File: src/rtl/pcx_pkg.sv
// shared types, constants and codes of the run-length planar decoder
`default_nettype none

package pcx_pkg;

    // line store depth default
    localparam int DEF_MAX_LINE_BYTES = 512;

    // register field widths
    localparam int MODE_W       = 3;
    localparam int WIDTH_W      = 13;
    localparam int HEIGHT_W     = 17;
    localparam int LINE_BYTES_W = 10;

    // configuration port
    localparam int CFG_INDEX_W = 3;
    localparam int CFG_DATA_W  = 17;

    localparam logic [CFG_INDEX_W-1:0] CFG_PIXEL_MODE   = 3'd0;
    localparam logic [CFG_INDEX_W-1:0] CFG_IMAGE_WIDTH  = 3'd1;
    localparam logic [CFG_INDEX_W-1:0] CFG_IMAGE_HEIGHT = 3'd2;
    localparam logic [CFG_INDEX_W-1:0] CFG_LINE_BYTES   = 3'd3;

    // pixel modes
    localparam logic [MODE_W-1:0] MODE_LAST_PLANAR = 3'd3;
    localparam logic [MODE_W-1:0] MODE_8BIT        = 3'd4;
    localparam logic [MODE_W-1:0] MODE_24BIT       = 3'd5;

    // coded byte fields
    localparam logic [7:0] MARKER_MASK = 8'hC0;
    localparam logic [7:0] RUN_MASK    = 8'h3F;

    // widest row that is kept
    localparam logic [WIDTH_W-1:0] MAX_KEPT_WIDTH = 13'd4096;

    // planes held in the line store (all but the last of four)
    localparam int STORED_PLANES = 3;

    // depth of the queue between front and back
    localparam int QUEUE_DEPTH = 2;

    // classified item: a byte and how many times it is placed
    typedef struct packed {
        logic [7:0] code_byte;
        logic [5:0] count;
        logic       frame_start;
    } pcx_item_t;

    // one decoded pixel group
    typedef struct packed {
        logic [15:0] row;
        logic [11:0] column;
        logic [1:0]  plane_index;
        logic [31:0] pixels;
        logic [3:0]  pixel_count;
        logic        run_last;
        logic        frame_end;
    } pcx_result_t;

    // back end sequencer
    typedef enum logic [1:0] {
        ST_IDLE,
        ST_READ,
        ST_PLACE,
        ST_FLUSH
    } pcx_state_t;

endpackage

`default_nettype wire

File: src/rtl/pcx_front.sv
// front end: takes coded bytes and turns markers and literals into placement items
`default_nettype none

module pcx_front (
    input  wire logic              clk,
    input  wire logic              rst_n,
    input  wire logic              in_valid,
    output logic                   in_stall,
    input  wire logic [7:0]        code_byte,
    input  wire logic              frame_start,
    input  wire logic              queue_full,
    output logic                   push,
    output pcx_pkg::pcx_item_t     push_item
);
    import pcx_pkg::*;

    logic       run_pending_reg, run_pending_next;
    logic [5:0] run_length_reg, run_length_next;
    logic       accept;
    logic       pending_now;

    assign in_stall = queue_full;
    assign accept   = in_valid && !queue_full;

    // classify the byte against the run state
    always_comb
    begin
        run_pending_next      = run_pending_reg;
        run_length_next       = run_length_reg;
        pending_now           = run_pending_reg && !frame_start;
        push_item.code_byte   = code_byte;
        push_item.frame_start = frame_start;
        push_item.count       = 6'd0;
        if (pending_now)
        begin
            push_item.count = run_length_reg;
        end
        else if ((code_byte & MARKER_MASK) == MARKER_MASK)
        begin
            push_item.count = 6'd0;
        end
        else
        begin
            push_item.count = 6'd1;
        end
        push = accept && (frame_start || push_item.count != 6'd0);
        if (accept)
        begin
            if (pending_now)
            begin
                run_pending_next = 1'b0;
            end
            else if ((code_byte & MARKER_MASK) == MARKER_MASK)
            begin
                run_pending_next = 1'b1;
                run_length_next  = 6'(code_byte & RUN_MASK);
            end
            else
            begin
                run_pending_next = 1'b0;
            end
        end
    end

    always_ff @(posedge clk or negedge rst_n)
    begin
        if (!rst_n)
        begin
            run_pending_reg <= 1'b0;
            run_length_reg  <= '0;
        end
        else
        begin
            run_pending_reg <= run_pending_next;
            run_length_reg  <= run_length_next;
        end
    end

endmodule

`default_nettype wire

File: config.mk
export PLATFORM = sky130hd
export DESIGN_NAME = pcx_front
export DESIGN_NICKNAME = d
export VERILOG_FILES = /design/src/rtl/pcx_pkg.sv /design/src/rtl/pcx_front.sv
export SDC_FILE = /design/constraint.sdc
export NUM_CORES = 1
export LEC_CHECK = 0
export BUFFER_PORTS_ARGS = -buffer_cell sky130_fd_sc_hd__buf_2
export CORE_AREA = 2 2 39 41
export CTS_CLUSTER_DIAMETER = 120
export DETAILED_ROUTE_END_ITERATION = 10
export DIE_AREA = 0 0 41 43
export PLACE_DENSITY_LB_ADDON = 0.08
export SYNTH_ARGS = -nofsm -noshare
export SYNTH_HDL_FRONTEND = slang
export SYNTH_SLANG_ARGS = --single-unit
File: constraint.sdc
create_clock -name clk -period 4.5 [get_ports clk]
set_clock_uncertainty 0.15 [all_clocks]
set_input_delay 0.45 -clock clk [delete_from_list [all_inputs] [get_ports clk]]
set_output_delay 0.45 -clock clk [all_outputs]
set_load 0.005 [all_outputs]
---- Yosys cells after proc, flatten, opt, wreduce, memory -nomap -nowiden ----
Index checks and enable logic that the tools add are counted.
storage, ports and cells
  bits in registers ....................... 7
  output and inout port bits .............. 17
  word-level logic and storage cells ...... 16
  bits of input ports ..................... 13
cells by class
  bitwise logic cells ..................... 1
  reductions and logical operators ........ 8
  equality and inequality tests ........... 1
  mux-type cells .......................... 4
operators by type and width
  kind                  number
  $mux W6               1
  $reduce_bool A6 Y1    1
  $logic_and A1 B1 Y1   3
  $mux W1               3
  $reduce_and A3 Y1     1
  $eq A2 B2 Y1 const B  1
  $logic_not A1 Y1      2
  $logic_or A1 B1 Y1    1
  $not A1 Y1            1

---- Depth between registers and ports, before layout ----
  depth in word-level cells ............... 6
  gate-level depth with buffers ........... 3
  gate-level depth less buffers ........... 3

---- Least setup slack after synthesis ----
No wires, ideal clock.
  kind .................................... register to output
  start ................................... register run_length_reg[5]
  end ..................................... output push
  path buffers ............................ 0
  data required time ...................... 3900 ps
  setup slack ............................. 2805 ps
  arrival time ............................ 1095 ps
  cell stages (with the launch flop) ...... 4
  cells stage by stage .................... dfrtp_1 > or4_1 > nor4_1 > a311oi_1
on the way
  cells in the longest elaborated chain, start to end .. 4
RTL lines
  what                    line             text
  from (decl)             pcx_front.sv:18  logic [5:0] run_length_reg, run_length_next;
  from (signal assigned)  pcx_front.sv:75  run_length_reg <= run_length_next;
  $mux W6                 pcx_front.sv:34  if (pending_now)
  $reduce_bool A6 Y1      pcx_front.sv:46  push = accept && (frame_start || push_item.count != 6'd0);
  $logic_or A1 B1 Y1      pcx_front.sv:46
  $logic_and A1 B1 Y1     pcx_front.sv:46
  to (decl)               pcx_front.sv:12  output logic push,
No other way between the ends.

---- Worst setup path after layout ----
Ends and elaborated chain as after synthesis.

==> impl_metrics.yaml <==
status:
  status: "finished, final reports clean"
synthesis:
  synth_top_family_by_area: "simple AND/OR/NAND/NOR gates"
  synth-simple-area-share_pct: 22.5
  yosys.cell_count.top_type: "buf_4"
  async_reset_ff_share_pct: 100
  syn_avg_cell_area_sq_um: 11.0
  synth_nets: 53
  synth_compound_area_share_pct: 5.13
  synth_cell_type_count: 15
  syn_area_sq_um: 439
  ys_seq_area_share_pct: 39.9
  synth_seq_cells: 7
  synth_fa_ha_area_share_pct: 0
  synth_top_cell_by_area: "dfrtp_1"
  synthMuxAreaShare_pct: 15.4
  synth_common_cells: "10 x buf_4, 7 x dfrtp_1, 5 x and2_1, 3 x mux2_1, 3 x mux2_2"
  synth_edf_count: 0
  syn_inst: 40
  synthFlopType: "dfrtp_1"
  synth_top_area_share_pct: 39.9
  synth_xor_area_share_pct: 0
  ys_warn_count: 0
  ys_top_cells_by_area: "dfrtp_1 40%, buf_4 17%, mux2_1 7.7%, mux2_2 7.7%, and2_1 7.1%"
worst_hold_path:
  hold_start: "code_byte[1]"
  hold_path_class: "input port to register"
  hold_depth: 2
  hold_end: "run_length_reg[1]$_DFFE_PN0P_"
clock_network:
  cts_made_buffers: 3
  cts-root-buf: "clkbuf_4"
  clock_latency_ns: 0.25
  holdBufCountCts: 1
  numClockSinks: 7
  htree_levels: 1
  cts_tree: "done"
  cts.path.max_buffers: 2
  path_clk_slew_ns: 0.05
  postCtsSetupBuffers: 0
  ctsResizeCount: 0
grt:
  grt-ovfl-total: 0
  grt_max_degree: 8
  first_global_vias: 324
  grt.total_usage_pct: 11.1
  antenna_found_initial: 0
  grt_pass1_wl_um: 1280
sta:
  hold_ws_ns: 0.281
  setup_tns_ns: 0
  max_slew_margin_pct: 75.5
  worstMarginPinSlew_ns: 0.367
  fin_crit_ns: 2.15
  setup_slack_ns: 2.35
  drv_slew: 0
  setup_viol_count_final: 0
  rsz0062_at_grt: "no"
  max_freq_ghz: 0.465
  finalHoldViolations: 0
  fin_crit_sh_pct: 47.8
cells_and_area:
  largest_reg_flops: 6
  final_layout_size_suffix_gt1_share_pct: 57.8
  seqCellArea_sq_um: 175
  diodes: 0
  finalNetCount: 78
  final.fill_count: 148
  layout-area-overhead-vs-synth_pct: 28.8
  multi_input_area_sq_um: 189
setup_path:
  worstPathCellList: "or4_1 -> nor4_1 -> a311oi_1 -> buf_2"
  crit_type: "register to primary output"
  worst_r2r_path_depth: 3
  r2r-start: "run_pending_reg$_DFFE_PN0N_"
  rrSetupSlack_ns: 2.93
  reg2reg_to: "run_length_reg[4]$_DFFE_PN0P_"
  start_kind: "register"
  cp.arrival_ns: 1.55
  end_kind: "primary output"
  worst_path_dominant_cell_family: "simple AND/OR/NAND/NOR gates"
  cpPeakStageDelay_ns: 0.53
  crit_path_max_fanout: 3
  required_ns: 3.90
  crit_buf_inv: 1
  slowest_stage: "or4_1"
floorplanning:
  die_w_um: 41
  boundaryPins: 30
  start_util_pct: 31.7
  die_h_um: 43
  rows: 14
  coreArea_sq_um: 1380
  fp.dieArea_sq_um: 1760
route:
  wirelength_um: 875
  viasPerCell: 4.61
  vias: 369
  ant_nets: 0
  dr.pass1.iters: 2
  drc: 0
  drt_iter0_markers: 2
  detail_route.wl_per_cell_um: 10.9
place:
  routabilityCongestion: 0.640
  pre_cts_slack_ns: 2.60
  numPortBuffers: 29
  dp_hpwl_um: 708
power:
  p_leak_uw: 0.000295
  p_int_uw: 134
  switchingPower_uw: 47.1
  switching_share_pct: 26.0
  irDropWorstVdd_v: 0.000159
  p_per_area_nw_per_um2: 320
  pwr-share-seq_pct: 47.6
  p_clk_share_pct: 30.9
  p_comb_share_pct: 21.5
job:
  drv_cap: 0
-- cell families (layout without fill, tap and decap cells) --
family	Yosys count	count (layout)
buffers and inverters	10	34
muxes	6	6
DFF	7	7
AOI/OAI and AO/OA	3	3
and+or+nand+nor	14	14
-- layout make-up --
class | count | area share (%)
Tap cell | 16 | 3.54
Timing Repair Buffer | 30 | 27.4
Clock buffer | 4 | 4.65
Sequential cell | 7 | 31.0
Multi-Input combinational cell | 23 | 33.4
-- worst max-delay path by stage --
stage	startpoint	to	slack, ns	cells past startpoint
detailed placement	run_length_reg[5]$_DFFE_PN0P_	push	2.60	4
floorplan	run_length_reg[5]$_DFFE_PN0P_	push	2.81	3
CTS	run_length_reg[5]$_DFFE_PN0P_	push	2.32	4
global route	run_length_reg[5]$_DFFE_PN0P_	push	2.22	4
global placement	run_length_reg[5]$_DFFE_PN0P_	push	2.64	4
finish	run_length_reg[5]$_DFFE_PN0P_	push	2.35	4
-- power by group through the flow --
stage	registers [uW]	logic [uW]	clock network [uW]
6_report	86.3	38.9	56.0
2_1_floorplan	84.2	27.5	0
3_5_place_dp	87.5	39.2	0
4_1_cts	86.5	39.9	59.8
3_3_place_gp	87.1	39.4	0
5_1_grt	88.8	43.8	61.8
-- cell usage in the layout (no fill, tap or decap), drive strengths merged --
cell type	count
a311oi	1
buf	29
mux2	6
nor2b	1
a21o	1
nor2	2
dfrtp	7
clkbuf	4
nand2b	2
dlygate4sd3	1
nor3	1
and2	5
nor4	1
a31oi	1
nand2	1
or4	1
-- stage by stage --
stage          instance area [sq um]  cells  power, uW  util, %
2_1_floorplan                    439     40        112        -
5_1_grt                          566     80        194     40.9
3_3_place_gp                     529     75        126     38.2
3_5_place_dp                     529     75        127     38.2
6_report                         566     80        181     40.9
4_1_cts                          566     80        186     40.9
-- per-layer routing --
metal | global-route usage (%) | wire length [um] | vias to the layer above
li1 | - | - | 176
met1 | 13.3 | 352 | 171
met2 | 15.9 | 432 | 20
met3 | 1.57 | 73 | 2
met4 | 10.0 | 17 | 0
met5 | 0 | 0 | -
Note: power is estimated with default switching activity, not from simulation.
