--- config.mk ---
export PLATFORM = sky130hd
export DESIGN_NAME = pcx_queue
export DESIGN_NICKNAME = d
export VERILOG_FILES = /design/src/rtl/pcx_pkg.sv /design/src/rtl/pcx_queue.sv
export SDC_FILE = /design/constraint.sdc
export NUM_CORES = 1
export LEC_CHECK = 0
export ABC_AREA = 1
export BUFFER_PORTS_ARGS = -buffer_cell sky130_fd_sc_hd__buf_2
export CELL_PAD_IN_SITES_DETAIL_PLACEMENT = 0
export CELL_PAD_IN_SITES_GLOBAL_PLACEMENT = 1
export CORE_MARGIN = 10
export CORE_UTILIZATION = 43
export DETAILED_ROUTE_END_ITERATION = 8
export PLACE_DENSITY_LB_ADDON = 0.1
export SYNTH_ARGS = -nofsm -noshare
export SYNTH_HDL_FRONTEND = slang
export SYNTH_SLANG_ARGS = --single-unit
--- constraint.sdc ---
create_clock -name clk -period 5.1 [get_ports clk]
set_input_delay 0.255 -clock clk [delete_from_list [all_inputs] [get_ports clk]]
set_output_delay 0.255 -clock clk [all_outputs]
set_load 0.01 [all_outputs]
--- src/rtl/pcx_pkg.sv ---
// shared types, constants and codes of the run-length planar decoder
`default_nettype none

package pcx_pkg;

    // line store depth default
    localparam int DEF_MAX_LINE_BYTES = 512;

    // register field widths
    localparam int MODE_W       = 3;
    localparam int WIDTH_W      = 13;
    localparam int HEIGHT_W     = 17;
    localparam int LINE_BYTES_W = 10;

    // configuration port
    localparam int CFG_INDEX_W = 3;
    localparam int CFG_DATA_W  = 17;

    localparam logic [CFG_INDEX_W-1:0] CFG_PIXEL_MODE   = 3'd0;
    localparam logic [CFG_INDEX_W-1:0] CFG_IMAGE_WIDTH  = 3'd1;
    localparam logic [CFG_INDEX_W-1:0] CFG_IMAGE_HEIGHT = 3'd2;
    localparam logic [CFG_INDEX_W-1:0] CFG_LINE_BYTES   = 3'd3;

    // pixel modes
    localparam logic [MODE_W-1:0] MODE_LAST_PLANAR = 3'd3;
    localparam logic [MODE_W-1:0] MODE_8BIT        = 3'd4;
    localparam logic [MODE_W-1:0] MODE_24BIT       = 3'd5;

    // coded byte fields
    localparam logic [7:0] MARKER_MASK = 8'hC0;
    localparam logic [7:0] RUN_MASK    = 8'h3F;

    // widest row that is kept
    localparam logic [WIDTH_W-1:0] MAX_KEPT_WIDTH = 13'd4096;

    // planes held in the line store (all but the last of four)
    localparam int STORED_PLANES = 3;

    // depth of the queue between front and back
    localparam int QUEUE_DEPTH = 2;

    // classified item: a byte and how many times it is placed
    typedef struct packed {
        logic [7:0] code_byte;
        logic [5:0] count;
        logic       frame_start;
    } pcx_item_t;

    // one decoded pixel group
    typedef struct packed {
        logic [15:0] row;
        logic [11:0] column;
        logic [1:0]  plane_index;
        logic [31:0] pixels;
        logic [3:0]  pixel_count;
        logic        run_last;
        logic        frame_end;
    } pcx_result_t;

    // back end sequencer
    typedef enum logic [1:0] {
        ST_IDLE,
        ST_READ,
        ST_PLACE,
        ST_FLUSH
    } pcx_state_t;

endpackage

`default_nettype wire

--- src/rtl/pcx_queue.sv ---
// short queue of classified items between front and back
`default_nettype none

module pcx_queue (
    input  wire logic              clk,
    input  wire logic              rst_n,
    input  wire logic              push,
    input  wire pcx_pkg::pcx_item_t push_item,
    output logic                   full,
    input  wire logic              pop,
    output logic                   head_valid,
    output pcx_pkg::pcx_item_t     head_item
);
    import pcx_pkg::*;

    localparam int PTR_W = (QUEUE_DEPTH > 1) ? $clog2(QUEUE_DEPTH) : 1;
    localparam int CNT_W = $clog2(QUEUE_DEPTH + 1);

    pcx_item_t         slot_reg [QUEUE_DEPTH];
    logic [PTR_W-1:0]  wr_ptr_reg, wr_ptr_next;
    logic [PTR_W-1:0]  rd_ptr_reg, rd_ptr_next;
    logic [CNT_W-1:0]  count_reg, count_next;
    logic              do_push, do_pop;

    assign full       = (count_reg == CNT_W'(QUEUE_DEPTH));
    assign head_valid = (count_reg != '0);
    assign head_item  = slot_reg[rd_ptr_reg];
    assign do_push    = push && !full;
    assign do_pop     = pop && head_valid;

    // pointer and fill level update
    always_comb
    begin
        wr_ptr_next = wr_ptr_reg;
        rd_ptr_next = rd_ptr_reg;
        count_next  = count_reg;
        if (do_push)
        begin
            wr_ptr_next = (wr_ptr_reg == PTR_W'(QUEUE_DEPTH - 1)) ? '0 : wr_ptr_reg + 1'b1;
        end
        if (do_pop)
        begin
            rd_ptr_next = (rd_ptr_reg == PTR_W'(QUEUE_DEPTH - 1)) ? '0 : rd_ptr_reg + 1'b1;
        end
        if (do_push && !do_pop)
        begin
            count_next = count_reg + 1'b1;
        end
        else if (do_pop && !do_push)
        begin
            count_next = count_reg - 1'b1;
        end
    end

    always_ff @(posedge clk or negedge rst_n)
    begin
        if (!rst_n)
        begin
            wr_ptr_reg <= '0;
            rd_ptr_reg <= '0;
            count_reg  <= '0;
        end
        else
        begin
            wr_ptr_reg <= wr_ptr_next;
            rd_ptr_reg <= rd_ptr_next;
            count_reg  <= count_next;
        end
    end

    // item storage
    always_ff @(posedge clk)
    begin
        if (do_push)
        begin
            slot_reg[wr_ptr_reg] <= push_item;
        end
    end

    // fill level never passes the depth
    assert property (@(posedge clk) disable iff (!rst_n)
        count_reg <= CNT_W'(QUEUE_DEPTH))
        else $error("queue fill level beyond depth");

endmodule

`default_nettype wire

; After elaboration in Yosys (flattened, before gate mapping)
; Memories as Yosys holds them, arrays and structs flattened.
; Index checks and enable logic that the tools add are counted.
[totals]
ff_bits = 4
latch_bits = 0
ram_bits = 30
mem_bits_ro = 0
in_bits = 19
output_inout_bits = 17
memories = 1
[mem_list]
columns = memory, depth, word_bits, read_ports, rd_ports_with_merged_regs, wr, line
row1 = slot_reg, 2, 15, 1, 0, 1, pcx_queue.sv:19  ; pcx_item_t slot_reg [QUEUE_DEPTH];
[classes]
addsub = 4
n_mul = 0
div_mod_pow = 0
n_lt_le_gt_ge = 0
eq_ne = 1
n_shift = 0
n_mux = 6
n_bitwise = 0
n_reduce_logical = 9
[op_table]
columns = operator, count
row1 = logical AND 1 bit, 4
row2 = 2-to-1 mux 1 bit, 4
row3 = 2-to-1 mux 2 bit, 2
row4 = nonzero test 2 bit, 2
row5 = logical NOT 1 bit, 3
row6 = "adder 1 bit, second input constant", 2
row7 = "adder 2 x 1 -> 2 bit, second input constant", 1
row8 = "== test 2 bit, second input constant", 1
row9 = "subtractor 2 x 1 -> 2 bit, second input constant", 1

; Logic depth before layout (Yosys ltp)
; Gate-level depths: netlist of run 1.
[depth]
ltp_word = 7
ltp_mapped = 9
depth_no_buf = 9

; Worst setup path after synthesis of run 1
; No wires, ideal clock.
[synth_timing]
kind = reg-to-reg
startpoint = register count_reg[1]
endpoint = memory slot_reg[1][0] in the netlist's numbering, enable pin
setup_ps = 386
arrival_ps = 1223
required_ps = 4714
slack_ps = 3491
stages_incl_launch_ff = 4
n_path_buf = 0
path_cell_list = dfrtp_1 inv_1 o21ai_1 nor2_1
[synth_between]
elab_chain_len = 5
[synth_lines]
columns = item, line
row1 = start: declaration, pcx_queue.sv:22  ; logic [CNT_W-1:0] count_reg, count_next;
row2 = start signal: assignment, pcx_queue.sv:67  ; count_reg <= count_next;
row3 = == test 2 bit, pcx_queue.sv:25  ; assign full = (count_reg == CNT_W'(QUEUE_DEPTH));
row4 = logical NOT 1 bit, pcx_queue.sv:28  ; assign do_push = push && !full;
row5 = logical AND 1 bit, pcx_queue.sv:28
row6 = 2-to-1 mux 1 bit, pcx_queue.sv:74  ; if (do_push)
row7 = 2-to-1 mux 1 bit (implied by the code), pcx_queue.sv:76  ; slot_reg[wr_ptr_reg] <= push_item;
row8 = end: declaration, pcx_queue.sv:19
; No other way between the ends.

; Worst setup path in the final report of run 1
[layout_timing]
startpoint = register count_reg[1]
endpoint = memory slot_reg[1][2] in the netlist's numbering, enable pin
; Same word-level chain as after synthesis.

==> results of run 1 <==
## cell type report
type / count / area, µm² / share of cell area (%)
inverters: 8 / 32.53 / 2.030
clock buffers: 5 / 37.54 / 2.342
well taps: 44 / 55.05 / 3.435
multi-input cells: 65 / 281.5 / 17.56
repair buffers: 36 / 185.2 / 11.55
flip-flops and latches: 34 / 1001 / 62.45
clock inverters: 2 / 10.01 / 0.6245
## routing by layer
| layer | part of all wire, % | track usage (%) |
|---|---|---|
| met1 | 38 | 8.796 |
| met2 | 48 | 15.00 |
| met3 | 12 | 7.552 |
| met4 | 1.9 | 4.536 |
| met5 | 0 | 0 |
## Yosys cell counts (all sizes together)
cell	number
buf	3
xnor2	1
o21ai	1
ha	1
nand2	56
nor2	3
edfxtp	30
nand3	2
inv	8
dfrtp	4
nand4	1
## stage by stage
stage | hold WS (ns) | utilization [%]
2_1_floorplan | -0.04059 | -
3_3_place_gp | 0.06449 | 51.03
3_5_place_dp | 0.06191 | 51.03
4_1_cts | 0.09107 | 52.93
5_1_grt | 0.07382 | 52.93
6_report | 0.1077 | 52.93
## final timing paths
path,startpoint,endpoint,slack [ns],depth (start not counted)
worst max-delay path,count_reg[1]$_DFFE_PN0P_,slot_reg[1][2]$_DFFE_PP_,3.15,3
worst min-delay path,push_item[14],slot_reg[0][14]$_DFFE_PP_,0.11,1
worst max register to register,count_reg[1]$_DFFE_PN0P_,slot_reg[1][2]$_DFFE_PP_,3.15,3
worst min register to register,count_reg[1]$_DFFE_PN0P_,count_reg[1]$_DFFE_PN0P_,0.50,2
max in group asynchronous,rst_n,rd_ptr_reg$_DFFE_PN0P_,4.73,2
min in group asynchronous,rst_n,count_reg[0]$_DFFE_PN0P_,0.26,2
## power groups by stage
| stage | Sequential, mW | Combinational, mW | Clock (mW) |
|---|---|---|---|
| global placement | 0.432 | 0.306 | 0 |
| detailed placement | 0.436 | 0.312 | 0 |
| CTS | 0.430 | 0.313 | 0.136 |
| global route | 0.438 | 0.345 | 0.152 |
| finish | 0.427 | 0.301 | 0.131 |
| floorplan | 0.408 | 0.228 | 0 |
## worst reg2reg max path, cell delays in order, from the launching register on
cell and delay, ns:
dfrtp_1 0.39, inv_1 0.13, o21ai_1 0.10, nor2_1 0.96
## logic make-up after synthesis
kind of cell               count (synthesis)  synth area share (%)
and+or+nand+nor                           62                 19.03
xor gates and xnor gates                   1                0.6531
adders and majority gates                  1                0.9327
AOI/OAI and AO/OA                          1                0.3728
buffers and inverters                     11                 4.384
DFF                                       34                 74.63
==> metrics.txt, run 1 <==
post-cts hold buffer count 1; unrepaired setup endpoints after global routing no; TritonRoute pass-1 iters 4; Internal Dissipation 0.5414 mW; post-DR wirelength/cell 12.54 µm; Mapped Area 1341 µm²; CP bufs+invs 1; antenna cells 0; cts bufs inserted 5; pin count of the biggest net entering global routing 18; Worst Path Arrival ~1.9 ns; die span in y 75.85 µm; VDD IR-drop max approximately 0.00024 V; top cells by area, synth edfxtp_1 (67%), nand2_1 (15%), dfrtp_1 (7.5%); die area 5753 µm²; aggregate global-route resource usage 9.524%; setup_tns 0 ns; Yosys Warn Count 0; total core area 3028 µm²; final setup violation count 0; Slew Limit Headroom 15.30%; vias post-DR roughly 870; commonest non-fill, non-tap cells in the layout nand2_1 (53), buf_2 (35), edfxtp_1 (30); Final Wtd Congestion 0.6401; final worst slack ~3.2 ns; I/O Pins 36; vias in the first global route around 860; crit-path max cell delay 0.96 ns; fin area about 1600 µm²; DR vias/cell 4.459; Clock Latency Late Sink 0.33 ns; 1st-iter DRT viols 48; pwr dens between 500 and 600 nW/µm²; maxcap violations 0; row count 20; Hold/Removal Path Class in2reg; slowest CP cell nor2_1; Synth area leader edfxtp_1; Avg Cell Area, Syn around 12 µm²; Die X 75.85 µm; Clock Sinks 34; Switch Pwr ~0.32 mW; clock period minus worst slack 1.950 ns; CP Max Fanout 15; CTS tree yes; layout cell share with drive strength beyond 1 roughly a third; Area Overhead vs Synth 19.50%; P_leak 0.7300 nW; switch share 37.00%; clock slew at reported path FFs 0.10 ns; final period utilization 38.23%; endpoints failing hold 0; first-pass GRT wire length 3.815 mm; Seq pwr share 49.7%; post-synthesis register bit count 34; post-CTS resize count 0; critical path's top delay family simple AND/OR/NAND/NOR gates; placed cell area about 1500 µm²; Mapped Cells between 100 and 150; Starting Density between 40% and 50%; Synth cell types 17; run status completed; Clk pwr share 15.2%; register area share after synthesis 74.63%; Final Non-Filler Cells between 150 and 200; dpl cells 186; syn_nets 130; Clock Skew 0.01015 ns; Max Slew Vio Count 0; Crit. End Element register; grt ovf 0; htree depth 2; CP cell instances inv_1, o21ai_1, nor2_1; Filler cells 270; measured slew at the worst slew-check pin 1.266 ns; max FFs per register 30; Crit Path Category reg2reg; nets 170; Comb power frac 35.1%; initial antenna violation count 0; top cell type's share of synthesized area 67.16%; worst-case clock buffer depth 2; CTS root buf clkbuf_4; Final HPWL DP 1.720 mm; DRC 0; commonest non-fill, non-tap cell in the layout nand2_1; Startpoint Class register; Fmax 512.9 MHz; routed wire length 2.432 mm; PortBufs 35; antenna-violating nets left 0; total power 0.8594 mW; Setup WS pre-CTS 3.089 ns; postcts setup bufs 0; Required @ worst endpoint 5.04 ns
Power figures use the tool's default switching activity.
==> inputs of run 2 (changes only) <==
- CORE_UTILIZATION: 43 -> 39
- clock period: 5.1 -> 1.8 ns (I/O delays scaled with it)
==> run 2 against run 1 <==
  * Clock skew decreased by 0.0036 ns
  * Core utilization grew 1.9 points
  * Critical path depth up 1
  * Sequential power grew to 2.8 times the previous value
  * Largest power group unchanged
  * Hold slack worse by 0.043 ns
  * Global-route usage shrank 0.25 points
  * Critical endpoint is now head_item[4]
  * Cell area rose by 14%
==> metrics.txt, run 2 (same netlist as run 1, synthesis figures left out) <==
run status completed; cts bufs inserted 5 (unchanged); post-DR wirelength/cell 12.75 µm (+1.7%); Crit Path Category reg2out; crit path from rd_ptr_reg$_DFFE_PN0P_; htree depth 2 (unchanged); crit path capture head_item[4]; Final Non-Filler Cells 217 (+12%); reg2reg start count_reg[1]$_DFFE_PN0P_; die area 6185 µm² (+7.5%); final period utilization 86.15%; first-pass GRT wire length 4.422 mm (+16%); post-CTS resize count 0 (unchanged); VDD IR-drop max 0.0006752 V (+180%); R2R cell count 6 (+3); Multi-input gate area 281.5 µm² (unchanged); Fmax ~640 MHz; final core occ 54.86% (+1.9 points); aggregate global-route resource usage 9.271% (-0.25 points); Max Slew Vio Count 0 (unchanged); register area 1001 µm² (unchanged); I/O Pins 36 (unchanged); die span in y 78.65 µm (+3.7%); pin count of the biggest net entering global routing 17 (-1); initial antenna violation count 0 (unchanged); TritonRoute pass-1 iters 4 (unchanged); final worst slack 0.2492 ns (-2.901 ns); CTS root buf clkbuf_4; clock period minus worst slack roughly 1.6 ns; vias post-DR 926 (+7.1%); PortBufs 35 (unchanged); CP Max Fanout 10 (-5); antenna cells 0 (unchanged); layout cell share with drive strength beyond 1 31.58% (-1.1 points); Clock Sinks 34 (unchanged); max FFs per register 30 (unchanged); grt ovf 0 (unchanged); final setup violation count 0 (unchanged); CTS tree yes; antenna-violating nets left 0 (unchanged); routed wire length 2.767 mm (+14%); Filler cells 307 (+14%); Clock Skew 0.006576 ns (-0.003579 ns); Die X 78.65 µm (+3.7%); measured slew at the worst slew-check pin 0.4346 ns (-0.8312 ns); postcts setup bufs 0 (unchanged); 1st-iter DRT viols 34 (-29%); Worst Path Arrival 1.46 ns (-0.43 ns); vias in the first global route 990 (+15%); Slew Limit Headroom 71.03% (+56 points); worst-case clock buffer depth 2 (unchanged); maxcap violations 0 (unchanged); Startpoint Class register; fin area 1831 µm² (+14%); clock slew at reported path FFs 0.11 ns (about the same); placed cell area 1578 µm² (+2.1%); minimum hold slack 0.06499 ns (-0.04267 ns); Crit. End Element primary output; setup_tns 0 ns (unchanged); R2R setup slack 0.31 ns (-2.84 ns); Area Overhead vs Synth 36.47%; commonest non-fill, non-tap cells in the layout nand2_1 (53), buf_2 (35), edfxtp_1 (30); Required @ worst endpoint 1.71 ns (-3.33 ns); endpoints failing hold 0 (unchanged); total power 2.704 mW (+210%); DRC 0 (unchanged); Setup WS pre-CTS 0.3134 ns (-2.775 ns); Final Wtd Congestion 0.6810 (+6.4%); commonest non-fill, non-tap cell in the layout nand2_1; DR vias/cell 4.267 (-4.3%); unrepaired setup endpoints after global routing no; total core area 3337 µm² (+10%); pwr dens 1477 nW/µm² (+180%); nets 190 (+12%); P_leak 0.8240 nW (+13%); row count 21 (+5.0%); dpl cells 192 (+3.2%); Starting Density 40.19% (-4.1 points); Clock Latency Late Sink 0.33 ns (about the same); Final HPWL DP 1.922 mm (+12%); Hold/Removal Path Class in2reg; reg2reg end slot_reg[0][7]$_DFFE_PP_
[run 2: where the power goes]
part	leakage (nW)	internal, mW	switching (mW)
registers	0.327	1.08	0.104
logic	0.460	0.370	0.588
clock network	0.0374	0.291	0.267
total	0.824	1.74	0.959
[run 2: cell type report]
type / instances / area share (%)
Clock buffer: 5 / 2.051
Clock inverter: 3 / 2.461
Inverter: 8 / 1.777
Multi-Input combinational cell: 65 / 15.38
Sequential cell: 34 / 54.68
Tap cell: 46 / 3.144
Timing Repair Buffer: 56 / 20.51
[run 2: metal layers]
layer / part of all wire, % / global-route usage [%] / wire length (µm) / up-vias
li1: - / - / - / 479
met1: 40 / 8.521 / 1113 / 419
met2: 52 / 16.78 / 1443 / 24
met3: 6.5 / 5.239 / 180 / 4
met4: 1.0 / 3.226 / 29 / 0
met5: 0 / 0 / 0 / -
[run 2: worst min path at each step]
stage / startpoint / to / slack (ns) / cells after the start
2_1_floorplan: rst_n / count_reg[0]$_DFFE_PN0P_ / -0.21 / 0
3_3_place_gp: rst_n / rd_ptr_reg$_DFFE_PN0P_ / -0.10 / 1
4_1_cts: push / wr_ptr_reg$_DFFE_PN0N_ / 0.05 / 4
3_5_place_dp: rst_n / count_reg[1]$_DFFE_PN0P_ / -0.10 / 1
5_1_grt: rst_n / wr_ptr_reg$_DFFE_PN0N_ / 0.07 / 2
6_report: push / wr_ptr_reg$_DFFE_PN0N_ / 0.06 / 4
[run 2: critical path, cell delays in order, from the launching register on]
cell and delay, ns:
dfrtp_1 0.63, buf_4 0.24, nand2_1 0.06, nand2_1 0.07
buf_2 0.13
[run 2: timing repair]
action                                 in CTS  in global routing
endpoints found under the hold margin      35                  0
setup endpoints to repair                   0                  0
hold buffers                               17                  0
